[config.mk]
export PLATFORM = sky130hd
export DESIGN_NAME = cms_mod
export DESIGN_NICKNAME = d
export VERILOG_FILES = /design/src/rtl/core/cms_pkg.sv /design/src/rtl/core/cms_mod.sv
export SDC_FILE = /design/constraint.sdc
export NUM_CORES = 1
export LEC_CHECK = 0
export CAP_MARGIN = 30
export CORE_MARGIN = 5
export CORE_UTILIZATION = 45
export DETAILED_ROUTE_END_ITERATION = 6
export DONT_BUFFER_PORTS = 1
export PLACE_DENSITY_LB_ADDON = 0.1
export SLEW_MARGIN = 10
export SYNTH_ARGS = -nofsm -noshare
export SYNTH_HDL_FRONTEND = slang
export SYNTH_SLANG_ARGS = --single-unit
[constraint.sdc]
create_clock -name clock -period 2.4 [get_ports clock]
set_clock_uncertainty 0.2 [all_clocks]
set_input_delay 0 -clock clock [delete_from_list [all_inputs] [get_ports clock]]
set_output_delay 0 -clock clock [all_outputs]
set_load 0.03 [all_outputs]
[src/rtl/core/cms_pkg.sv]
package cms_pkg;

   localparam int RowIdxWidth = 4;
   localparam int CfgIdxWidth = 3;
   localparam int CfgDataWidth = 64;

   localparam logic [CfgIdxWidth-1:0] CSR_ROW_COUNT = 3'd0;
   localparam logic [CfgIdxWidth-1:0] CSR_COLUMN_COUNT = 3'd1;
   localparam logic [CfgIdxWidth-1:0] CSR_KEY_LENGTH = 3'd2;
   localparam logic [CfgIdxWidth-1:0] CSR_SHIFT_A = 3'd3;
   localparam logic [CfgIdxWidth-1:0] CSR_SHIFT_B = 3'd4;

   localparam logic OP_UPDATE = 1'b0;
   localparam logic OP_QUERY = 1'b1;

   typedef enum logic [2:0] {
      ST_CLEAR,
      ST_IDLE,
      ST_HASH,
      ST_MOD,
      ST_READ,
      ST_WRITE
   } state_type;

   typedef struct packed {
      logic        start;
      logic [31:0] hash;
      logic [15:0] cols;
   } mod_req_type;

   function automatic logic [31:0] mix_byte(logic [31:0] h_in, logic [7:0] k,
                                            logic [4:0] a, logic [4:0] b);
      logic [31:0] h;
      h = h_in + {24'd0, k};
      h = h + (h << a);
      h = h ^ (h >> b);
      return h;
   endfunction

   function automatic logic [31:0] mix_final(logic [31:0] h_in, logic [7:0] a,
                                             logic [7:0] b);
      logic [31:0] h;
      logic [7:0]  ba;
      logic [7:0]  ab;
      logic [7:0]  s;
      ba = b - a;
      ab = a - b;
      s = a + b;
      h = h_in + (h_in << ba[4:0]);
      h = h ^ (h >> ab[4:0]);
      h = h + (h << s[4:0]);
      return h;
   endfunction

endpackage

[src/rtl/core/cms_mod.sv]
module cms_mod (
   input  logic                clock,
   input  logic                reset,
   input  cms_pkg::mod_req_type req,
   output logic                done,
   output logic [15:0]         remainder
);
   import cms_pkg::*;

   logic [31:0] quot_ff, quot_in;
   logic [16:0] rem_ff, rem_in;
   logic [15:0] div_ff, div_in;
   logic [5:0]  cnt_ff, cnt_in;
   logic        run_ff, run_in;
   logic [16:0] trial;

   always_comb begin
      quot_in = quot_ff;
      rem_in = rem_ff;
      div_in = div_ff;
      cnt_in = cnt_ff;
      run_in = run_ff;
      done = 1'b0;
      trial = {rem_ff[15:0], quot_ff[31]};
      if (req.start) begin
         quot_in = req.hash;
         rem_in = '0;
         div_in = req.cols;
         cnt_in = 6'd0;
         run_in = 1'b1;
      end else if (run_ff) begin
         if (cnt_ff == 6'd32) begin
            done = 1'b1;
            run_in = 1'b0;
            cnt_in = 6'd0;
         end else begin
            quot_in = {quot_ff[30:0], 1'b0};
            if (trial >= {1'b0, div_ff}) rem_in = trial - {1'b0, div_ff};
            else rem_in = trial;
            cnt_in = cnt_ff + 6'd1;
         end
      end
   end

   assign remainder = rem_ff[15:0];

   always_ff @(posedge clock) begin
      quot_ff <= quot_in;
      rem_ff <= rem_in;
      div_ff <= div_in;
      if (reset) begin
         run_ff <= 1'b0;
         cnt_ff <= 6'd0;
      end else begin
         run_ff <= run_in;
         cnt_ff <= cnt_in;
      end
   end
endmodule

== Word-level counts from Yosys, hierarchy flattened ==
Cells that the tools add are included.

* $add $sub $neg: 2
* $lt $le $gt $ge: 1
* Equal/unequal tests: 2
* Muxes and demuxes: 11
* Bitwise operators: 1
* Reduce and logical (&&, ||, !) cells: 4

{| class="wikitable"
|+ Operators with widths
! cell !! count
|-
| two-way mux 32 bit || 3
|-
| greater-or-equal comparator 17 x 16 -> 1 bit || 1
|-
| two-way mux 16 bit || 1
|-
| subtractor 16 bit || 1
|-
| adder 6 x 1 -> 6 bit, second input constant || 1
|-
| equality test 6 bit, second input constant || 1
|-
| two-way mux 1 bit || 6
|-
| two-way mux 6 bit || 1
|-
| AND reduction 2 bit || 2
|-
| != test 2 bit, second input constant || 1
|-
| nonzero test 2 bit || 1
|-
| OR reduction 2 bit || 1
|-
| inverter 1 bit || 1
|}

* Register bits: 71
* Input bits: 51
* Output and inout bits: 17
* Word-level logic and storage cells: 26

== Depth between registers and ports, before layout ==
Gate-level depths: netlist (run 1).

* Depth after elaboration: 4
* Depth in mapped cells: 10
* Mapped depth without buffers: 10

== Worst setup path before layout (run 1) ==
No wires, ideal clock.

* Kind: reg-to-reg
* Start point: reg rem_ff[5]
* End point: reg rem_ff[11]
* Setup time: 0.142 ns
* Data arrival time: 2.278 ns
* Data required time: 2.058 ns
* Setup slack: -0.220 ns
* Stages on the path, launching flop included: 8
* Clock period less this slack: 2.620 ns
* Cell sequence: dfxtp_1 ha_1 a21o_2 or2_2 o211ai_2 a2111oi_4 o21ai_0 o211ai_1

* Cells in the longest elaborated chain, start to end: 2
* Elaborated cells on any way between the ends: 3

{| class="wikitable"
|+ Ends and longest elaborated chain
! what !! line !! text
|-
| start: declaration || cms_mod.sv:11 || <nowiki>logic [16:0] rem_ff, rem_in;</nowiki>
|-
| start signal: assignment || cms_mod.sv:49 || <nowiki>rem_ff <= rem_in;</nowiki>
|-
| subtractor 16 bit or greater-or-equal comparator 17 x 16 -> 1 bit (tied branches) || cms_mod.sv:38 || <nowiki>if (trial >= {1'b0, div_ff}) rem_in = trial - {1'b0, div_ff};</nowiki>
|-
| two-way mux 16 bit * || cms_mod.sv:38 ||
|}

Every way passes the cells marked *; elsewhere a longest branch is shown, timed or not.
A chain may end at the register's enable or synchronous reset.

== Worst setup path after layout (run 1) ==
* Start point: reg div_ff[1]
* End point: reg rem_ff[10]

* Cells in the longest elaborated chain, start to end: 2
* Elaborated cells on any way between the ends: 3

{| class="wikitable"
|+ Ends and longest elaborated chain
! what !! line !! text
|-
| start: declaration || cms_mod.sv:12 || <nowiki>logic [15:0] div_ff, div_in;</nowiki>
|-
| start signal: assignment || cms_mod.sv:50 || <nowiki>div_ff <= div_in;</nowiki>
|-
| subtractor 16 bit or greater-or-equal comparator 17 x 16 -> 1 bit (tied branches) || cms_mod.sv:38 ||
|-
| two-way mux 16 bit * || cms_mod.sv:38 ||
|}

Marks and branches as above.

==> flow_summary.json, run 1 <==
{
  "fmax_mhz": 399,
  "grt_max_degree": 64,
  "grt_use_total": 0.183,
  "port_buffers": 0,
  "cp-startpoint": "div_ff[1]",
  "cts_root_buf": "clkbuf_8",
  "leakagePower_uw": 0.00211,
  "drc": 0,
  "dp_hpwl_mm": 6.23,
  "async_flop_share": 0,
  "r2r_end": "rem_ff[10]",
  "multi_input_area_um2": 2000,
  "clk_latency_ps": 350,
  "cts.path.max_buffers": 2,
  "antenna-diode-count": 0,
  "tns_ps": -1240,
  "setup_ws_ps": -107,
  "grt_setup_unrepaired": "yes",
  "ys_types": 59,
  "reg2reg_slack_ps": -110,
  "nFillCells": 636,
  "std_cell_rows": 33,
  "critPathCaptureType": "flop",
  "cap_viol_max_count": 0,
  "viasPerCell": 5.32,
  "r2r_cells": 9,
  "initial_core_util": 0.463,
  "vdd_drop_max_uv": 372,
  "final_max_slew_viol_count": 0,
  "cts_tree": "done",
  "worst-setup-path-type": "reg -> reg",
  "cts_buffers": 9,
  "post-route-util": 0.653,
  "grt_pass1_vias": 3024,
  "clock-sinks": 71,
  "ys_ff_latch": 71,
  "synth_ff_type": "edfxtp_1",
  "syn_area_um2": 3820,
  "hold_path.class": "in -> reg",
  "clk_pin_slew_ps": 90,
  "worstPathArrival_ps": 2540,
  "fin_crit_sh": 1.04,
  "fin_crit_ps": 2510,
  "timing.rr.start": "div_ff[1]",
  "yosysTopAreaCellShare": 0.377,
  "power-per-cell-area_nw_per_um2": 558,
  "synth_top_area_cell": "edfxtp_1",
  "first_pass_iters": 4,
  "die_x_um": 102,
  "p_total_uw": 3010,
  "required_ps": 2430,
  "dp_cells": 472,
  "core_um2": 8260,
  "grt_pass1_wl_mm": 14.7,
  "seq_area_um2": 1910,
  "outcome": "finished, violations left",
  "antenna_found_initial": 0,
  "finalWeightedCongestion": 0.896,
  "area_delta_synth_final_pct": 41.1,
  "synthesis.nets": 398,
  "cts-htree-levels": 3,
  "cp_max_fo": 7,
  "num_vias": 2933,
  "max_slew_margin": 0.623,
  "hold_viol": 0,
  "ys_seq_area_frac": 0.498,
  "die_h_um": 102,
  "wirelength_mm": 9.17,
  "drive_above_1_share": 0.386,
  "setup-violations-final": 16,
  "critical_path.startpoint_type": "flop",
  "globalRoute.totalOverflow": 0,
  "drtAntennaViolNets": 0,
  "synth.area.top_cells": "edfxtp_1, dfxtp_1, mux2_2",
  "routedWlPerCell_um": 16.6,
  "failed_checks": "setup timing",
  "synthCells": 328,
  "layout.cells.non_filler": 551,
  "io_pins": 68,
  "endpoint": "rem_ff[10]",
  "yosysWarnings": 0,
  "final_nets": 511,
  "die_area_um2": 10400,
  "worstMarginPinSlew_ps": 564,
  "synth_edf_count": 48,
  "syn_area_per_cell_um2": 11.6,
  "drtIter0Drc": 86
}
==> where the power goes <==
part / internal [uW] / leakage [uW] / switching, uW / total (uW)
clock network: 495 / 0.000106 / 509 / 1000
registers: 1410 / 0.000669 / 33.2 / 1440
logic: 301 / 0.00133 / 264 / 564
total: 2200 / 0.00211 / 805 / 3010
==> registers in the layout, summed over array words and instances, names as in the netlist <==
name and flops:
run_ff 1, rem_ff 16, div_ff 16, quot_ff 32, cnt_ff 6
==> logic make-up after synthesis <==
group                    count (synthesis)  synth area share
multiplexers                            33            0.0969
flip-flops                              71             0.498
adder cells (fa/ha/maj)                 19            0.0642
AND/OR/NAND/NOR                         85             0.114
AO/OA/AOI/OAI                           70             0.143
buffers and inverters                   33            0.0452
XOR/XNOR                                17            0.0390
==> Yosys cell counts (all sizes together) (2+ instances only) <==
library cell and instances:
edfxtp 48, mux2 32, dfxtp 23, inv 21, nor2 20, nand2 19
ha 18, a21oi 12, and2 12, o21ai 11, xor2 11, clkbuf 9
a41oi 8, nand3 8, a21o 7, nor3 7, xnor2 6, a311oi 4
nand2b 4, nand4 4, o22ai 4, o31ai 4, a211oi 3, and3 3
buf 3, o211ai 3, or2 3, o2111ai 2, o311ai 2
==> through the flow <==
| stage | setup slack, ps | hold WS [ps] | cell area (um2) |
|---|---|---|---|
| 2_1_floorplan | -11.1 | -128 | 3970 |
| 3_3_place_gp | -166 | -133 | 4410 |
| 3_5_place_dp | -203 | -131 | 4410 |
| 4_1_cts | -79.2 | 45.4 | 5230 |
| 5_1_grt | -234 | 41.8 | 5390 |
| 6_report | -107 | 71.3 | 5390 |
==> critical path: stages (launching register included) <==
cell	delay (ps)
edfxtp_1	350
inv_2	60
ha_4	280
nand2b_4	60
a211oi_4	300
o211ai_4	110
a2111o_2	600
buf_12	180
a32oi_2	150
o31ai_1	90
==> worst min-delay path by stage <==
stage | start | to | slack, ps | cells past startpoint
final | req[5] | div_ff[5] | 70 | 1
after global routing | req[11] | div_ff[11] | 40 | 1
after CTS | req[5] | div_ff[5] | 50 | 1
after detailed placement | req[48] | rem_ff[0] | -130 | 1
after global placement | req[48] | rem_ff[0] | -130 | 1
after floorplan | reset | run_ff | -130 | 1
==> what timing repair did <==
action                                  in CTS  in global routing
hold buffers                                51                  0
pin swaps                                   18                 25
buffers inserted                             7                  5
resized for setup                           16                 23
hold endpoints to repair                    88                  0
cloned                                       0                  1
endpoints found under the setup margin      16                 16
==> cells in the final DEF, fill, tap and decap left out, types with 4 or more instances in the layout <==
cell type	n
a21o_1	5
a21oi_1	12
a41oi_2	6
and2_1	10
buf_4	55
buf_6	5
clkbuf_8	9
dfxtp_1	17
dfxtp_2	4
dlygate4sd3_1	50
edfxtp_1	48
ha_1	10
ha_4	8
inv_1	17
inv_2	4
mux2_2	32
nand2_1	16
nand3_1	5
nand4_1	4
nor2_1	19
nor3_1	6
o21ai_0	4
o21ai_1	5
o22ai_1	4
o31ai_1	4
xnor2_1	6
xor2_1	11
==> area by class of cell <==
class	count	share of cell area
clock buffer	9	0.0230
timing repair buffer	114	0.197
inverter	21	0.0146
sequential	71	0.355
clock inverter	7	0.0151
multi-input combinational	224	0.371
tap	105	0.0244
==> layer usage <==
metal  global-route usage  up-vias  part of all wire  wire, um
met5                    0        -                 0         0
met4               0.0454        0             0.010        94
met3               0.0587       10             0.059       541
met2                0.309       78              0.49      4460
met1                0.227     1388              0.44      4080
li1                     -     1457                 -         -
Power figures use the tool's default switching activity.
==> inputs of run 2 (changes only) <==
--- a/config.mk
+++ b/config.mk
@@ -5,6 +5,7 @@
 export SDC_FILE = /design/constraint.sdc
 export NUM_CORES = 1
 export LEC_CHECK = 0
+export ABC_AREA = 1
 export CAP_MARGIN = 30
 export CORE_MARGIN = 5
 export CORE_UTILIZATION = 45
==> run 2 against run 1 <==
Against the previous run:
- highest routed layer unchanged
- critical path depth up 3
- flip-flop and latch count unchanged
- register-to-register slack better by 280 ps
- the run now ends clean
- global-route usage up 0.13 points
- critical path type unchanged
==> flow_summary.json, run 2 <==
{
  "outcome": "finished, final reports clean",
  "clock-sinks": 71,
  "clk_pin_slew_ps": 90,
  "hold_path.class": "in -> reg",
  "hp-start": "req[11]",
  "ys_types": 38,
  "async_flop_share": 0,
  "synth-adder-area-share": 0.0594,
  "globalRoute.totalOverflow": 0,
  "first_pass_iters": 4,
  "synth_most_common_cell": "nand2_1",
  "layout_common_cells": "nand2_1, inv_1, dlygate4sd3_1",
  "leakagePower_uw": 0.00248,
  "regMostFlops": "quot_ff",
  "ys_ff_latch": 71,
  "drtAntennaViolNets": 0,
  "power-per-cell-area_nw_per_um2": 519,
  "synth-simple-area-share": 0.340,
  "required_ps": 2430,
  "r2r_end": "rem_ff[0]",
  "cts.path.max_buffers": 2,
  "initial_core_util": 0.453,
  "synth_ff_type": "edfxtp_1",
  "port_buffers": 0,
  "ys_seq_area_frac": 0.461,
  "max_slew_margin": 0.695,
  "io_pins": 68,
  "finalWeightedCongestion": 0.970,
  "worstPathArrival_ps": 2260,
  "met1_usage": 0.220,
  "grt_use_met2": 0.319,
  "area_delta_synth_final_pct": 23.7,
  "viasPerCell": 4.88,
  "cap_viol_max_count": 0,
  "yosysTopAreaCellShare": 0.349,
  "yosysWarnings": 0,
  "synth_xor_area_frac": 0.0233,
  "fmax_mhz": 449,
  "grt_pass1_vias": 3420,
  "final_nets": 662,
  "drc": 0,
  "antenna_found_initial": 0,
  "worstMarginPinSlew_ps": 457,
  "grt_setup_unrepaired": "no",
  "cts_root_buf": "clkbuf_8",
  "synth.area.top_cells": "edfxtp_1, nand2_1, dfxtp_1",
  "post-route-util": 0.561,
  "synth_compound_area_frac": 0.0267,
  "critPathCaptureType": "flop",
  "tns_ps": 0,
  "largest_registers": "quot_ff x32, div_ff x16, rem_ff x16",
  "synth_mux_area_frac": 0,
  "fin_crit_ps": 2230,
  "std_cell_rows": 35,
  "syn_area_per_cell_um2": 7.97,
  "clk_latency_ps": 350,
  "reg2reg_slack_ps": 170,
  "routedWlPerCell_um": 13.7,
  "fin_crit_sh": 0.928,
  "grt_pass1_wl_mm": 16.3,
  "num_vias": 3452,
  "die_h_um": 106,
  "hold_viol": 0,
  "nFillCells": 850,
  "grt_use_total": 0.184,
  "p_total_uw": 2650,
  "syn_area_um2": 4130,
  "critical_path.startpoint_type": "flop",
  "drtIter0Drc": 149,
  "synthTopCellsByCount": "nand2_1, inv_1, edfxtp_1",
  "synthesis.nets": 588,
  "cp_max_fo": 15,
  "layout_commonest_cell": "nand2_1",
  "whs_path_depth": 1,
  "dp_hpwl_mm": 6.72,
  "cts-htree-levels": 3,
  "synth_top_family_by_area": "simple AND/OR/NAND/NOR gates",
  "die_x_um": 106,
  "wirelength_mm": 9.69,
  "synth_top_area_cell": "edfxtp_1",
  "die_area_um2": 11200,
  "final_max_slew_viol_count": 0,
  "vdd_drop_max_uv": 355,
  "met3_usage": 0.0478,
  "largest_reg_flops": 32,
  "drive_above_1_share": 0.126,
  "core_um2": 9110,
  "r2r_cells": 12,
  "timing.rr.start": "div_ff[7]",
  "antenna-diode-count": 0,
  "hold_path_end": "div_ff[11]",
  "worst-setup-path-type": "reg -> reg",
  "synth_edf_count": 48,
  "busiest_layer": "met2",
  "cts_tree": "done",
  "setup-violations-final": 0,
  "synthCells": 518,
  "grt_max_degree": 53,
  "cts_buffers": 9
}
==> run 2: cell types whose count changed after synthesis, sizes merged, moves of 5 or more <==
cell and change:
nand2 +193, inv +56, nand3 +42, mux2 -32, and2 -11, a41oi -8, a21o -7, xor2 -6
nand3b +5
==> run 2: where the power goes <==
| group | leakage [uW] | switching [uW] | internal (uW) |
|---|---|---|---|
| sequential | 0.000672 | 24.4 | 1400 |
| clock | 0.0000829 | 488 | 380 |
| combinational | 0.00173 | 205 | 149 |
| total | 0.00248 | 717 | 1930 |
==> run 2: repair_timing <==
item | in CTS | in global routing
endpoints found under the setup margin | 0 | 11
buffers inserted | 0 | 3
hold endpoints to repair | 96 | 0
hold buffers | 51 | 0
resized for setup | 0 | 3
==> run 2: metrics by stage <==
stage,hold WS [ps],area (um2),worst slack [ps],std cells
floorplan,-128,4130,41.2,518
global placement,-127,4350,62.2,638
detailed placement,-120,4350,70.9,638
CTS,51.4,5050,35.0,705
global route,46.9,5110,4.09,708
finish,62.4,5110,174,708
==> run 2: cell type report <==
| cell class | count | area [um2] | area share |
|---|---|---|---|
| Clock buffer | 10 | 128 | 0.0250 |
| Clock inverter | 6 | 46.3 | 0.00907 |
| Inverter | 78 | 293 | 0.0573 |
| Multi-Input combinational cell | 357 | 1870 | 0.365 |
| Sequential cell | 71 | 1900 | 0.372 |
| Tap cell | 111 | 139 | 0.0272 |
| Timing Repair Buffer | 75 | 733 | 0.144 |
==> run 2: cells by family (layout without fill, tap and decap cells) <==
logic type | Yosys count | after routing
AOI/OAI and AO/OA | 20 | 20
and+or+nand+nor | 307 | 307
adders and majority gates | 19 | 19
buffers and inverters | 90 | 169
xor gates and xnor gates | 11 | 11
DFF | 71 | 71
==> run 2: how the worst max path moves through the flow <==
stage	end	depth (start not counted)	start
2_1_floorplan	rem_ff[15]	9	cnt_ff[0]
3_3_place_gp	rem_ff[8]	11	quot_ff[31]
3_5_place_dp	rem_ff[8]	11	quot_ff[31]
4_1_cts	rem_ff[8]	11	quot_ff[31]
5_1_grt	rem_ff[0]	11	div_ff[6]
6_report	rem_ff[0]	12	div_ff[7]
==> run 2: worst max-delay path: stages, from the launching register on <==
cell      delay (ps)
edfxtp_1         330
inv_1             40
ha_1             370
nand2_2          130
nor2_2           180
nand3_2          130
nor2_4           150
nor2_8            60
buf_12           140
nand2_8          150
nand2_1           70
nand3_1           60
o21ai_0           80
==> run 2: layer usage <==
layer,up-vias,wire (um)
met3,12,622
li1,1788,-
met1,1562,4180
met2,90,4710
met4,0,172
met5,-,0
==> inputs of run 3 (changes only) <==
--- a/config.mk
+++ b/config.mk
@@ -7,6 +7,7 @@
 export LEC_CHECK = 0
 export ABC_AREA = 1
 export CAP_MARGIN = 30
+export CORE_ASPECT_RATIO = 0.6
 export CORE_MARGIN = 5
 export CORE_UTILIZATION = 45
 export DETAILED_ROUTE_END_ITERATION = 6
==> constraint.sdc (replaced) <==
create_clock -name clock -period 2.05 [get_ports clock]
set_clock_uncertainty 0.2 [all_clocks]
set_input_delay 0 -clock clock [delete_from_list [all_inputs] [get_ports clock]]
set_output_delay 0 -clock clock [all_outputs]
set_load 0.03 [all_outputs]
==> run 3 against run 2 <==
Against the previous run:
- critical path depth grew 2
- the run now ends with setup timing left
- flip-flop and latch count is the same
- wire length increased by 16%
- worst hold slack improved by 28 ps
- register-to-register slack got worse by 180 ps
- critical path type unchanged
- sequential power rose by 17%
==> flow_summary.json, run 3 (synthesis results as in run 2) <==
{
  "whs_path_depth": 1,
  "reg2reg_slack_ps": -10,
  "largest_registers": "quot_ff x32, div_ff x16, rem_ff x16",
  "grt_setup_unrepaired": "yes",
  "layout_commonest_cell": "nand2_1",
  "wirelength_mm": 11.3,
  "grt_max_degree": 53,
  "critPathCaptureType": "flop",
  "grt_use_total": 0.204,
  "fmax_mhz": 485,
  "die_h_um": 84.2,
  "worst-setup-path-type": "reg -> reg",
  "hold_viol": 0,
  "clk_pin_slew_ps": 60,
  "num_vias": 3763,
  "area_delta_synth_final_pct": 49.2,
  "hp-start": "req[0]",
  "die_area_um2": 11200,
  "cts.path.max_buffers": 2,
  "timing.rr.start": "div_ff[10]",
  "largest_reg_flops": 32,
  "final_nets": 717,
  "cp_max_fo": 5,
  "setup-violations-final": 2,
  "regMostFlops": "quot_ff",
  "cts_root_buf": "clkbuf_16",
  "critical_path.startpoint_type": "flop",
  "hold_path.class": "in -> reg",
  "die_x_um": 134,
  "setup_ws_ps": -11.2,
  "globalRoute.totalOverflow": 0,
  "drtAntennaViolNets": 0,
  "fin_crit_sh": 1.01,
  "layout_common_cells": "nand2_1, inv_1, buf_4",
  "failed_checks": "setup timing",
  "clock-sinks": 71,
  "cts_tree": "done",
  "r2r_cells": 14,
  "outcome": "finished, violations left",
  "finalWeightedCongestion": 0.926,
  "drive_above_1_share": 0.321,
  "port_buffers": 0,
  "worstPathArrival_ps": 2080,
  "cap_viol_max_count": 0,
  "vdd_drop_max_uv": 497,
  "p_total_uw": 3670,
  "io_pins": 68,
  "grt_pass1_vias": 3669,
  "grt_pass1_wl_mm": 18.3,
  "nFillCells": 742,
  "r2r_end": "rem_ff[4]",
  "std_cell_rows": 27,
  "initial_core_util": 0.456,
  "antenna-diode-count": 0,
  "cts_buffers": 9,
  "drc": 0,
  "cts-htree-levels": 3,
  "first_pass_iters": 5,
  "hold_path_end": "div_ff[0]",
  "post-route-util": 0.680,
  "power-per-cell-area_nw_per_um2": 596,
  "required_ps": 2070,
  "antenna_found_initial": 0,
  "viasPerCell": 4.90,
  "core_um2": 9050,
  "fin_crit_ps": 2060,
  "drtIter0Drc": 247,
  "max_slew_margin": 0.672,
  "worstMarginPinSlew_ps": 492,
  "leakagePower_uw": 0.00289,
  "final_max_slew_viol_count": 0,
  "clk_latency_ps": 330,
  "routedWlPerCell_um": 14.7,
  "dp_hpwl_mm": 7.59
}
-- run 3: changes by cell type in the layout (fill, tap and decap cells not counted), moves of 11 or more --
cell	before	now
buf_4	22	64
nand3_1	38	22
ha_1	18	3
inv_1	75	64
inv_2	2	13
nand3_2	12	26
nand2_1	203	182
ha_4	0	15
nand2_2	7	20
-- run 3: critical path: stages, from the launching register on --
cell	delay (ps)
edfxtp_1	390
inv_2	80
ha_4	220
nand2_4	70
nand2_4	40
nand2_2	60
nand2_2	60
nand2_2	70
nand2_4	70
nor2_8	220
buf_12	140
buf_12	110
nand3_2	70
nand3_1	70
o21ai_1	60
-- run 3: per-stage QoR --
step                      cells  setup WS, ps  instance area (um2)  hold WS [ps]  setup TNS (ps)
after floorplan             518          3.26                 4140          -128               0
after global placement      688          -104                 4760          -126           -1010
after detailed placement    688         -99.2                 4760          -125            -892
after CTS                   763         -18.6                 5960          80.5           -66.6
after global routing        768          -120                 6160          86.0           -1420
final                       768         -11.2                 6160          90.7           -13.1
-- run 3: final cells by class --
| cell class | instances | area, um2 | share of cell area |
|---|---|---|---|
| Clock buffer | 13 | 240 | 0.0390 |
| Clock inverter | 3 | 21.3 | 0.00345 |
| Multi-Input combinational cell | 359 | 2340 | 0.380 |
| Timing Repair Buffer | 128 | 1210 | 0.196 |
| Tap cell | 116 | 145 | 0.0236 |
| Sequential cell | 71 | 1910 | 0.311 |
| Inverter | 78 | 293 | 0.0475 |
-- run 3: worst max-delay path by stage --
| stage | start | to | slack, ps |
|---|---|---|---|
| floorplan | rem_ff[5] | rem_ff[2] | 3 |
| global placement | div_ff[9] | rem_ff[12] | -100 |
| detailed placement | quot_ff[31] | rem_ff[14] | -100 |
| CTS | quot_ff[31] | rem_ff[14] | -20 |
| global route | div_ff[10] | rem_ff[2] | -120 |
| finish | div_ff[10] | rem_ff[4] | -10 |
-- run 3: repair_timing --
item | in CTS | in global routing
endpoints found under the hold margin | 120 | 0
hold buffers | 51 | 0
endpoints found under the setup margin | 16 | 16
pin swaps | 28 | 25
setup buffers | 6 | 6
gates cloned | 3 | 0
resized for setup | 61 | 40
-- run 3: power breakdown --
group / total [uW] / leakage (uW) / switching, uW / internal (uW)
Combinational: 596 / 0.00209 / 306 / 289
Clock: 1390 / 0.000124 / 572 / 820
Sequential: 1680 / 0.000677 / 33.8 / 1650
-- run 3: routing by layer --
metal | track usage | wire length, um | vias to the layer above
met1 | 0.310 | 5740 | 1742
met3 | 0.0473 | 757 | 12
li1 | - | - | 1912
met4 | 0.0560 | 119 | 0
met2 | 0.290 | 4650 | 97
met5 | 0 | 0 | -
